File: src/design/mlm_pkg.sv
package mlm_pkg;

  localparam int ID_W       = 6;
  localparam int TASK_W     = 6;
  localparam int COUNT_W    = 8;
  localparam int CFG_W      = 6;
  localparam int APB_ADDR_W = 3;
  localparam int APB_DATA_W = 32;

  localparam logic MODE_LOCK       = 1'b0;
  localparam logic MODE_UNLOCK     = 1'b1;
  localparam logic REG_MUTEX_COUNT = 1'b0;

  typedef enum logic [2:0] {
    ST_DONE      = 3'd0,
    ST_QUEUED    = 3'd1,
    ST_INVALID   = 3'd2,
    ST_DEADLOCK  = 3'd3,
    ST_NOT_OWNER = 3'd4
  } status_t;

  typedef enum logic [1:0] {
    S_IDLE,
    S_READ,
    S_LINK,
    S_POP
  } state_t;

  typedef struct packed {
    logic              mode;
    logic [ID_W-1:0]   mutex_number;
    logic [TASK_W-1:0] task_id;
  } req_t;

  typedef struct packed {
    status_t            status;
    logic               wake_valid;
    logic [TASK_W-1:0]  wake_task;
    logic [COUNT_W-1:0] caller_locks_held;
  } rsp_t;

endpackage

File: src/design/mlm_regs.sv
module mlm_regs
  import mlm_pkg::*;
(
  input  logic                  clk,
  input  logic                  rst,
  input  logic                  psel,
  input  logic                  penable,
  input  logic                  pwrite,
  input  logic [APB_ADDR_W-1:0] paddr,
  input  logic [APB_DATA_W-1:0] pwdata,
  output logic [APB_DATA_W-1:0] prdata,
  output logic                  pready,
  output logic [CFG_W-1:0]      mutex_count
);

  logic reg_sel;

  assign reg_sel = (paddr[APB_ADDR_W-1] == REG_MUTEX_COUNT);
  assign pready  = 1'b1;
  assign prdata  = reg_sel ? APB_DATA_W'(mutex_count) : '0;

  always_ff @(posedge clk) begin
    if (rst) begin
      mutex_count <= '0;
    end else if (psel && penable && pwrite && pready && reg_sel) begin
      mutex_count <= pwdata[CFG_W-1:0];
    end
  end

endmodule

File: src/design/mutex_lock_manager_fifo_top.sv
// Channel  Signals                         Carries
// req      req_valid, req_ready, req       lock/unlock request beat
// rsp      rsp_valid, rsp_ready, rsp       one status beat per request
// apb      psel..pready                    mutex_count register at 0x0
//
// One request at a time: accept, table read, then the result.
// A queued lock and an unlock with a waiter pass through an extra state, S_LINK
// or S_POP, for a second link write or the wait for the head's link read.
// Reset clears the held/queue flags and lock counts through per-entry valid bits.
// A full rsp register stalls only the final state; no request is taken meanwhile.
module mutex_lock_manager_fifo_top
  import mlm_pkg::*;
#(
  parameter int NUM_MUTEXES = 32,
  parameter int NUM_TASKS   = 64
) (
  input  logic                  clk,
  input  logic                  rst,
  input  logic                  req_valid,
  output logic                  req_ready,
  input  req_t                  req,
  output logic                  rsp_valid,
  input  logic                  rsp_ready,
  output rsp_t                  rsp,
  input  logic                  psel,
  input  logic                  penable,
  input  logic                  pwrite,
  input  logic [APB_ADDR_W-1:0] paddr,
  input  logic [APB_DATA_W-1:0] pwdata,
  output logic [APB_DATA_W-1:0] prdata,
  output logic                  pready
);

  localparam int TW = (NUM_TASKS > 1) ? $clog2(NUM_TASKS) : 1;
  localparam int MW = (NUM_MUTEXES > 1) ? $clog2(NUM_MUTEXES) : 1;
  localparam logic [TW:0] LINK_END = {1'b1, {TW{1'b0}}};

  typedef struct packed {
    logic          held;
    logic [TW-1:0] holder;
    logic          qne;
    logic [TW-1:0] head;
    logic [TW-1:0] tail;
  } mtx_t;

  logic [CFG_W-1:0] mutex_count;

  mlm_regs u_regs (
    .clk         (clk),
    .rst         (rst),
    .psel        (psel),
    .penable     (penable),
    .pwrite      (pwrite),
    .paddr       (paddr),
    .pwdata      (pwdata),
    .prdata      (prdata),
    .pready      (pready),
    .mutex_count (mutex_count)
  );

  state_t state, state_next;

  logic          r_mode;
  logic [TW-1:0] r_tidx;
  logic [MW-1:0] r_midx;
  logic          r_task_ok;
  logic          r_id_ok;

  logic [8:0] lim;
  logic       acc;

  mtx_t             mtx_mem [NUM_MUTEXES];
  logic [NUM_MUTEXES-1:0] mvalid;
  mtx_t             mtx_rd;
  logic             mtx_rd_valid;
  logic             mtx_re;
  logic [MW-1:0]    mtx_ra;
  logic             mtx_we;
  mtx_t             mtx_wd;
  mtx_t             mtx_cur;

  logic [COUNT_W-1:0] cnt_mem [NUM_TASKS];
  logic [NUM_TASKS-1:0] cvalid;
  logic [COUNT_W-1:0] cnt_rd;
  logic               cnt_rd_valid;
  logic               cnt_re;
  logic [TW-1:0]      cnt_ra;
  logic               cnt_we;
  logic [TW-1:0]      cnt_wa;
  logic [COUNT_W-1:0] cnt_wd;
  logic [COUNT_W-1:0] cnt_cur;

  logic [TW:0]   lnk_mem [NUM_TASKS];
  logic [TW:0]   lnk_rd;
  logic          lnk_re;
  logic [TW-1:0] lnk_ra;
  logic          lnk_we;
  logic [TW-1:0] lnk_wa;
  logic [TW:0]   lnk_wd;

  logic [COUNT_W-1:0] dec_cnt, dec_cnt_next;
  logic [COUNT_W-1:0] cnt_inc, cnt_dec, head_cnt, head_inc;
  logic               head_is_caller;
  logic               out_free;
  logic               emit;
  rsp_t               res;

  assign lim = ({3'b0, mutex_count} > 9'(NUM_MUTEXES)) ? 9'(NUM_MUTEXES)
                                                       : {3'b0, mutex_count};
  assign req_ready = (state == S_IDLE) && !rst;
  assign acc       = req_valid && req_ready;
  assign out_free  = !rsp_valid || rsp_ready;

  always_ff @(posedge clk) begin
    if (rst) begin
      state <= S_IDLE;
    end else begin
      state <= state_next;
    end
  end

  always_ff @(posedge clk) begin
    if (acc) begin
      r_mode    <= req.mode;
      r_tidx    <= TW'(req.task_id);
      r_midx    <= MW'(req.mutex_number - 6'd1);
      r_task_ok <= ({3'b0, req.task_id} < 9'(NUM_TASKS));
      r_id_ok   <= (req.mutex_number != '0) && ({3'b0, req.mutex_number} <= lim);
    end
    dec_cnt <= dec_cnt_next;
  end

  // mutex table
  always_ff @(posedge clk) begin
    if (mtx_we) begin
      mtx_mem[r_midx] <= mtx_wd;
    end
    if (mtx_re) begin
      mtx_rd <= mtx_mem[mtx_ra];
    end
  end

  always_ff @(posedge clk) begin
    if (rst) begin
      mvalid       <= '0;
      mtx_rd_valid <= 1'b0;
    end else begin
      if (mtx_re) begin
        mtx_rd_valid <= mvalid[mtx_ra];
      end
      if (mtx_we) begin
        mvalid[r_midx] <= 1'b1;
      end
    end
  end

  // lock count table
  always_ff @(posedge clk) begin
    if (cnt_we) begin
      cnt_mem[cnt_wa] <= cnt_wd;
    end
    if (cnt_re) begin
      cnt_rd <= cnt_mem[cnt_ra];
    end
  end

  always_ff @(posedge clk) begin
    if (rst) begin
      cvalid       <= '0;
      cnt_rd_valid <= 1'b0;
    end else begin
      if (cnt_re) begin
        cnt_rd_valid <= cvalid[cnt_ra];
      end
      if (cnt_we) begin
        cvalid[cnt_wa] <= 1'b1;
      end
    end
  end

  // wait queue links
  always_ff @(posedge clk) begin
    if (lnk_we) begin
      lnk_mem[lnk_wa] <= lnk_wd;
    end
    if (lnk_re) begin
      lnk_rd <= lnk_mem[lnk_ra];
    end
  end

  always_comb begin
    mtx_cur        = mtx_rd;
    mtx_cur.held   = mtx_rd_valid && mtx_rd.held;
    mtx_cur.holder = mtx_rd_valid ? mtx_rd.holder : '0;
    mtx_cur.qne    = mtx_rd_valid && mtx_rd.qne;
    cnt_cur        = cnt_rd_valid ? cnt_rd : '0;
    cnt_inc        = (cnt_cur == '1) ? cnt_cur : cnt_cur + COUNT_W'(1);
    cnt_dec        = (cnt_cur == '0) ? cnt_cur : cnt_cur - COUNT_W'(1);
    head_is_caller = (mtx_cur.head == r_tidx);
    head_cnt       = head_is_caller ? dec_cnt : cnt_cur;
    head_inc       = (head_cnt == '1) ? head_cnt : head_cnt + COUNT_W'(1);
  end

  always_comb begin
    state_next   = state;
    dec_cnt_next = dec_cnt;
    mtx_re = 1'b0;
    mtx_ra = MW'(req.mutex_number - 6'd1);
    mtx_we = 1'b0;
    mtx_wd = mtx_cur;
    cnt_re = 1'b0;
    cnt_ra = TW'(req.task_id);
    cnt_we = 1'b0;
    cnt_wa = r_tidx;
    cnt_wd = cnt_inc;
    lnk_re = 1'b0;
    lnk_ra = mtx_cur.head;
    lnk_we = 1'b0;
    lnk_wa = r_tidx;
    lnk_wd = LINK_END;
    emit   = 1'b0;
    res.status            = ST_DONE;
    res.wake_valid        = 1'b0;
    res.wake_task         = '0;
    res.caller_locks_held = cnt_cur;

    case (state)
      S_IDLE: begin
        if (acc) begin
          mtx_re     = 1'b1;
          cnt_re     = 1'b1;
          state_next = S_READ;
        end
      end

      S_READ: begin
        if (!r_task_ok || !r_id_ok) begin
          res.status            = ST_INVALID;
          res.caller_locks_held = r_task_ok ? cnt_cur : '0;
          emit                  = out_free;
        end else if (r_mode == MODE_LOCK) begin
          if (!mtx_cur.held) begin
            res.caller_locks_held = cnt_inc;
            emit                  = out_free;
            mtx_we                = out_free;
            mtx_wd.held           = 1'b1;
            mtx_wd.holder         = r_tidx;
            cnt_we                = out_free;
          end else if (mtx_cur.holder == r_tidx) begin
            res.status = ST_DEADLOCK;
            emit       = out_free;
          end else begin
            mtx_we      = 1'b1;
            mtx_wd.qne  = 1'b1;
            mtx_wd.head = mtx_cur.qne ? mtx_cur.head : r_tidx;
            mtx_wd.tail = r_tidx;
            lnk_we      = mtx_cur.qne;
            lnk_wa      = mtx_cur.tail;
            lnk_wd      = {1'b0, r_tidx};
            state_next  = S_LINK;
          end
        end else begin
          if (!mtx_cur.held || mtx_cur.holder != r_tidx) begin
            res.status = ST_NOT_OWNER;
            emit       = out_free;
          end else if (!mtx_cur.qne) begin
            res.caller_locks_held = cnt_dec;
            emit                  = out_free;
            mtx_we                = out_free;
            mtx_wd.held           = 1'b0;
            mtx_wd.holder         = '0;
            cnt_we                = out_free;
            cnt_wd                = cnt_dec;
          end else begin
            cnt_we       = 1'b1;
            cnt_wd       = cnt_dec;
            dec_cnt_next = cnt_dec;
            cnt_re       = 1'b1;
            cnt_ra       = mtx_cur.head;
            lnk_re       = 1'b1;
            state_next   = S_POP;
          end
        end
        if (emit) begin
          state_next = S_IDLE;
        end
      end

      S_LINK: begin
        res.status = ST_QUEUED;
        emit       = out_free;
        lnk_we     = out_free;
        if (out_free) begin
          state_next = S_IDLE;
        end
      end

      S_POP: begin
        res.wake_valid        = 1'b1;
        res.wake_task         = TASK_W'(mtx_cur.head);
        res.caller_locks_held = head_is_caller ? head_inc : dec_cnt;
        emit                  = out_free;
        cnt_we                = out_free;
        cnt_wa                = mtx_cur.head;
        cnt_wd                = head_inc;
        lnk_we                = out_free;
        lnk_wa                = mtx_cur.head;
        mtx_we                = out_free;
        mtx_wd.held           = 1'b1;
        mtx_wd.holder         = mtx_cur.head;
        mtx_wd.qne            = !lnk_rd[TW];
        mtx_wd.head           = lnk_rd[TW] ? mtx_cur.head : lnk_rd[TW-1:0];
        if (out_free) begin
          state_next = S_IDLE;
        end
      end

      default: begin
        state_next = S_IDLE;
      end
    endcase
  end

  always_ff @(posedge clk) begin
    if (rst) begin
      rsp_valid <= 1'b0;
    end else if (emit) begin
      rsp_valid <= 1'b1;
    end else if (rsp_ready) begin
      rsp_valid <= 1'b0;
    end
  end

  always_ff @(posedge clk) begin
    if (emit) begin
      rsp <= res;
    end
  end

endmodule

File: config.mk
export PLATFORM = sky130hd
export DESIGN_NAME = mutex_lock_manager_fifo_top
export DESIGN_NICKNAME = d
export VERILOG_FILES = /design/src/design/mlm_pkg.sv /design/src/design/mlm_regs.sv /design/src/design/mutex_lock_manager_fifo_top.sv
export SDC_FILE = /design/constraint.sdc
export NUM_CORES = 2
export LEC_CHECK = 0
export BUFFER_PORTS_ARGS = -buffer_cell sky130_fd_sc_hd__buf_2
export CORE_ASPECT_RATIO = 0.5
export CORE_MARGIN = 3
export CORE_UTILIZATION = 53
export DETAILED_ROUTE_END_ITERATION = 8
export PLACE_DENSITY = 0.79
export SYNTH_ARGS = -nofsm -noshare
export SYNTH_HDL_FRONTEND = slang
export SYNTH_SLANG_ARGS = --single-unit
File: constraint.sdc
create_clock -name clk -period 5.3 [get_ports clk]
set_input_delay 1.59 -clock clk [delete_from_list [all_inputs] [get_ports clk]]
set_output_delay 1.59 -clock clk [all_outputs]
set_load 0.01 [all_outputs]
==> metrics list <==
- TritonCTS built the clock tree.
- In the final design database the tool counted roughly 4200 nets.
- Across all hold checks on the routed design, the worst slack comes to approximately 470 ps.
- Clock-pin slew was measured on the worst setup and hold paths at roughly 70 ps.
- The first detailed-routing pass took 9 iterations.
- By area the synthesized netlist is led by edfxtp_1 71%, mux4_2 11%, dfxtp_1 3.0%.
- Sort of element at the start of the critical path: flop
- Layout cell share with drive strength beyond 1: 0.1983
- Pin count of the biggest net entering global routing: roughly 120
- Subtracting the final worst setup slack from the clock period gives between 5000 and 6000 ps.
* Grt ovf: 0
- Number of buffers on the longest clock path: 3
- The first global-routing pass estimated 258.3 mm of wire.
- Summed over all nets, the switching power comes to 0.006097 W.
* Worst path arrival time: around 5300 ps
- The tool flagged a number of max-cap violations equal to 0.
- Yosys mapped the design onto 77 distinct sky130hd cell types.
* Top-level port count: ~110
* Setup clock skew after layout: slightly below 30 ps
* Logic pwr share: 0.051
* Dominant synthesized flop cell: edfxtp_1
- Gates resized during post-CTS repair numbered 0.
* Result of the run: complete, no violations
- Post-synth top area cell: edfxtp_1
- Setup repair after global routing missed its margin: no
- Hold repair after CTS inserted 0 buffers.
- The count of buffers added on input and output ports is 52.
- The number of global-route vias before repair came to a little under 40000.
- Final total negative setup slack: 0 ps
- Power per standard cell area: roughly 350 mW/mm^2
* Global router's overall resource usage: 0.2498
* Hpwl dp: between 100 and 150 mm
- Via density per instance: 6.532
- The completed layout was analyzed and its total power is ~0.028 W.
- Number of clock sinks: 1781
- Synthesis-stage register bit count: around 1800
- Gpl congestion: 0.9192
- For the worst-skew pair, the clock arrives at the later sink with an insertion delay of roughly 790 ps.
- The initial antenna violation count is 4.
- Of the total power, registers draw 0.551.
- Post-Synthesis Cells: about 4000
- Area of the die: 0.1391 sq mm
- From left edge to right edge, the die measures approximately 520 um.
- Maximum operating frequency: between 150 and 200 MHz
* Clk root buf: clkbuf_16
- After synthesis, the share of flip-flops with an asynchronous set or reset is 0.
- Critical-path maximum fanout: 32
* Mean Syn Cell Area: between 15 and 20 sq um
- The tightest min-delay check is of the reg -> reg type.
- STA puts the critical path data required time at around 5600 ps.
* Number of synthesis warnings: 0
- The H-tree was split into 4 levels.
* FF/Latch Area: approximately 0.052 sq mm
- In this run, synthesis inferred roughly 1700 flip-flops with an integrated enable.
- Wire per inst: about 29 um
- Measured against its own limit, the worst slew margin works out to 0.08571.
* LEAKAGE: roughly 26 nW
- With fillers left out, the area of the finished cells amounts to approximately 0.079 sq mm.
- The internal portion of the total power is ~0.022 W.
* Portion of synthesized cell area occupied by the leading cell type: 0.7056
- Portion of the clock cycle consumed by the worst path in the final layout: 0.9495
* Proportion of total power due to net switching: 0.2181
- Post-synthesis sequential area ratio: 0.7356
- From synthesis to final layout, the design area changed by 10.74%.
* Final hold violation count: 0
* ANT nets after route: 0
- Vias: between 30000 and 40000
- Summing all multi-input logic gate instances after layout gives 0.01789 sq mm.
- For this configuration, the core starts out at a cell density of 0.5380.
* Clock network fraction of total power: 0.398
- The die is 265.3 um tall.
- DRC viols: 0
* Transition at the pin with the smallest max-transition slack: about 1400 ps
- Type of the setup path with the least slack: reg -> reg
* Largest vdd supply drop: 0.0003449 V
- Setup violations remaining at the end of the flow were counted as 0.
- After the first detailed-routing iteration, the DRC count stood at approximately 5600.
- After detailed placement, the total cell area comes to about 0.074 sq mm.
- Number of fill cells in the layout: between 8000 and 9000
- Core region area: roughly 0.13 sq mm
- The cell area that synthesis handed to floorplanning was 0.07125 sq mm.
* Buffers inserted by post-CTS timing repair: 0
- Crit path capture type: flop
- The floorplan has 94 rows.
- Clock tree synthesis inserted a total of 150 buffers.
* Final number of max-transition violations: 0
- Total length of routed wires: 174.3 mm
-- power groups by stage --
stage / combinational, W / clock, W / sequential [W]
2_1_floorplan: 0.000942 / 0 / 0.0157
3_3_place_gp: 0.00136 / 0 / 0.0157
3_5_place_dp: 0.00139 / 0 / 0.0157
4_1_cts: 0.00141 / 0.0112 / 0.0154
5_1_grt: 0.00151 / 0.0118 / 0.0154
6_report: 0.00144 / 0.0111 / 0.0154
-- cells in the final DEF, fill, tap and decap left out, drive strengths merged, types with 103 or more instances in the layout --
cell type / Yosys / final
nand2: 386 / 386
mux4: 357 / 357
mux2i: 179 / 179
nor2: 235 / 235
nand3: 108 / 108
dfxtp: 107 / 107
o21a: 103 / 103
edfxtp: 1674 / 1674
clkbuf: 126 / 201
buf: 118 / 176
-- Yosys cell counts (18+ instances only) --
| cell type | n |
|---|---|
| edfxtp_1 | 1674 |
| nand2_1 | 385 |
| mux4_2 | 357 |
| nor2_1 | 233 |
| mux2i_1 | 179 |
| clkbuf_1 | 126 |
| nand3_1 | 108 |
| dfxtp_1 | 107 |
| o21a_1 | 103 |
| o21ai_0 | 49 |
| buf_2 | 41 |
| buf_4 | 38 |
| o22ai_1 | 38 |
| and3_1 | 36 |
| inv_1 | 34 |
| a32oi_1 | 33 |
| a21oi_1 | 31 |
| a211oi_1 | 30 |
| a31oi_1 | 30 |
| nand4_1 | 30 |
| buf_1 | 27 |
| xnor2_1 | 22 |
| nor3_1 | 21 |
| nor2b_1 | 18 |
-- sequential cells by signal (all words and copies together), names as in the netlist, 7 cells and up --
name,cells
dec_cnt,8
lnk_rd,7
mtx_mem,640
mvalid,32
cnt_rd,8
cnt_mem,512
lnk_mem,448
mtx_rd,8
rsp,18
cvalid,64
-- worst max-delay path: stages, from the launching register on --
cell and delay, ps:
dfxtp_1 820, o21a_1 210, nor3_1 70, o22ai_4 370, nor2_1 200, nor4_2 370, inv_2 90, nor2_1 370
o21ai_0 320, a222oi_1 950, inv_1 760
-- final cells by class --
cell class,count,area share
sequential,1781,0.6643
multi-input combinational,1948,0.2268
clock buffer,201,0.05206
tap,1776,0.02816
timing repair buffer,176,0.01713
clock inverter,73,0.009785
inverter,37,0.001776
antenna,1,0.00003172
-- path summary, 6_finish.rpt --
check / start / endpoint / slack, ps / cells past startpoint
worst max-delay path: mtx_rd_valid / mtx_mem[7][11] / 270 / 10
worst min-delay path: cvalid[43] / cvalid[43] / 470 / 1
worst max register to register: mtx_rd_valid / mtx_mem[7][11] / 270 / 10
worst min register to register: cvalid[43] / cvalid[43] / 470 / 1
-- metal layers --
layer / GRT usage / wire [um]
met5: 0 / 32
met3: 0.06170 / 19970
met4: 0.09014 / 6173
met1: 0.3394 / 64390
met2: 0.3988 / 83710
-- kinds of logic (layout without fill, tap and decap cells) --
family / after synthesis / in the layout / synth area share
AO/OA/AOI/OAI: 415 / 415 / 0.04218
XOR/XNOR: 33 / 33 / 0.004057
adder cells (fa/ha/maj): 16 / 16 / 0.002810
buffers and inverters: 281 / 487 / 0.01879
flip-flops: 1781 / 1781 / 0.7356
multiplexers: 543 / 543 / 0.1391
other: 2 / 28 / 0.0001054
AND/OR/NAND/NOR: 914 / 914 / 0.05732
-- stage by stage --
step,setup WS (ps),cells,util
2_1_floorplan,27.47,4010,-
3_3_place_gp,696.9,5718,0.5589
3_5_place_dp,666.6,5718,0.5589
4_1_cts,683.1,5992,0.5957
5_1_grt,103.8,5993,0.5958
6_report,267.7,5993,0.5958
Note: power is estimated with default switching activity, not from simulation.
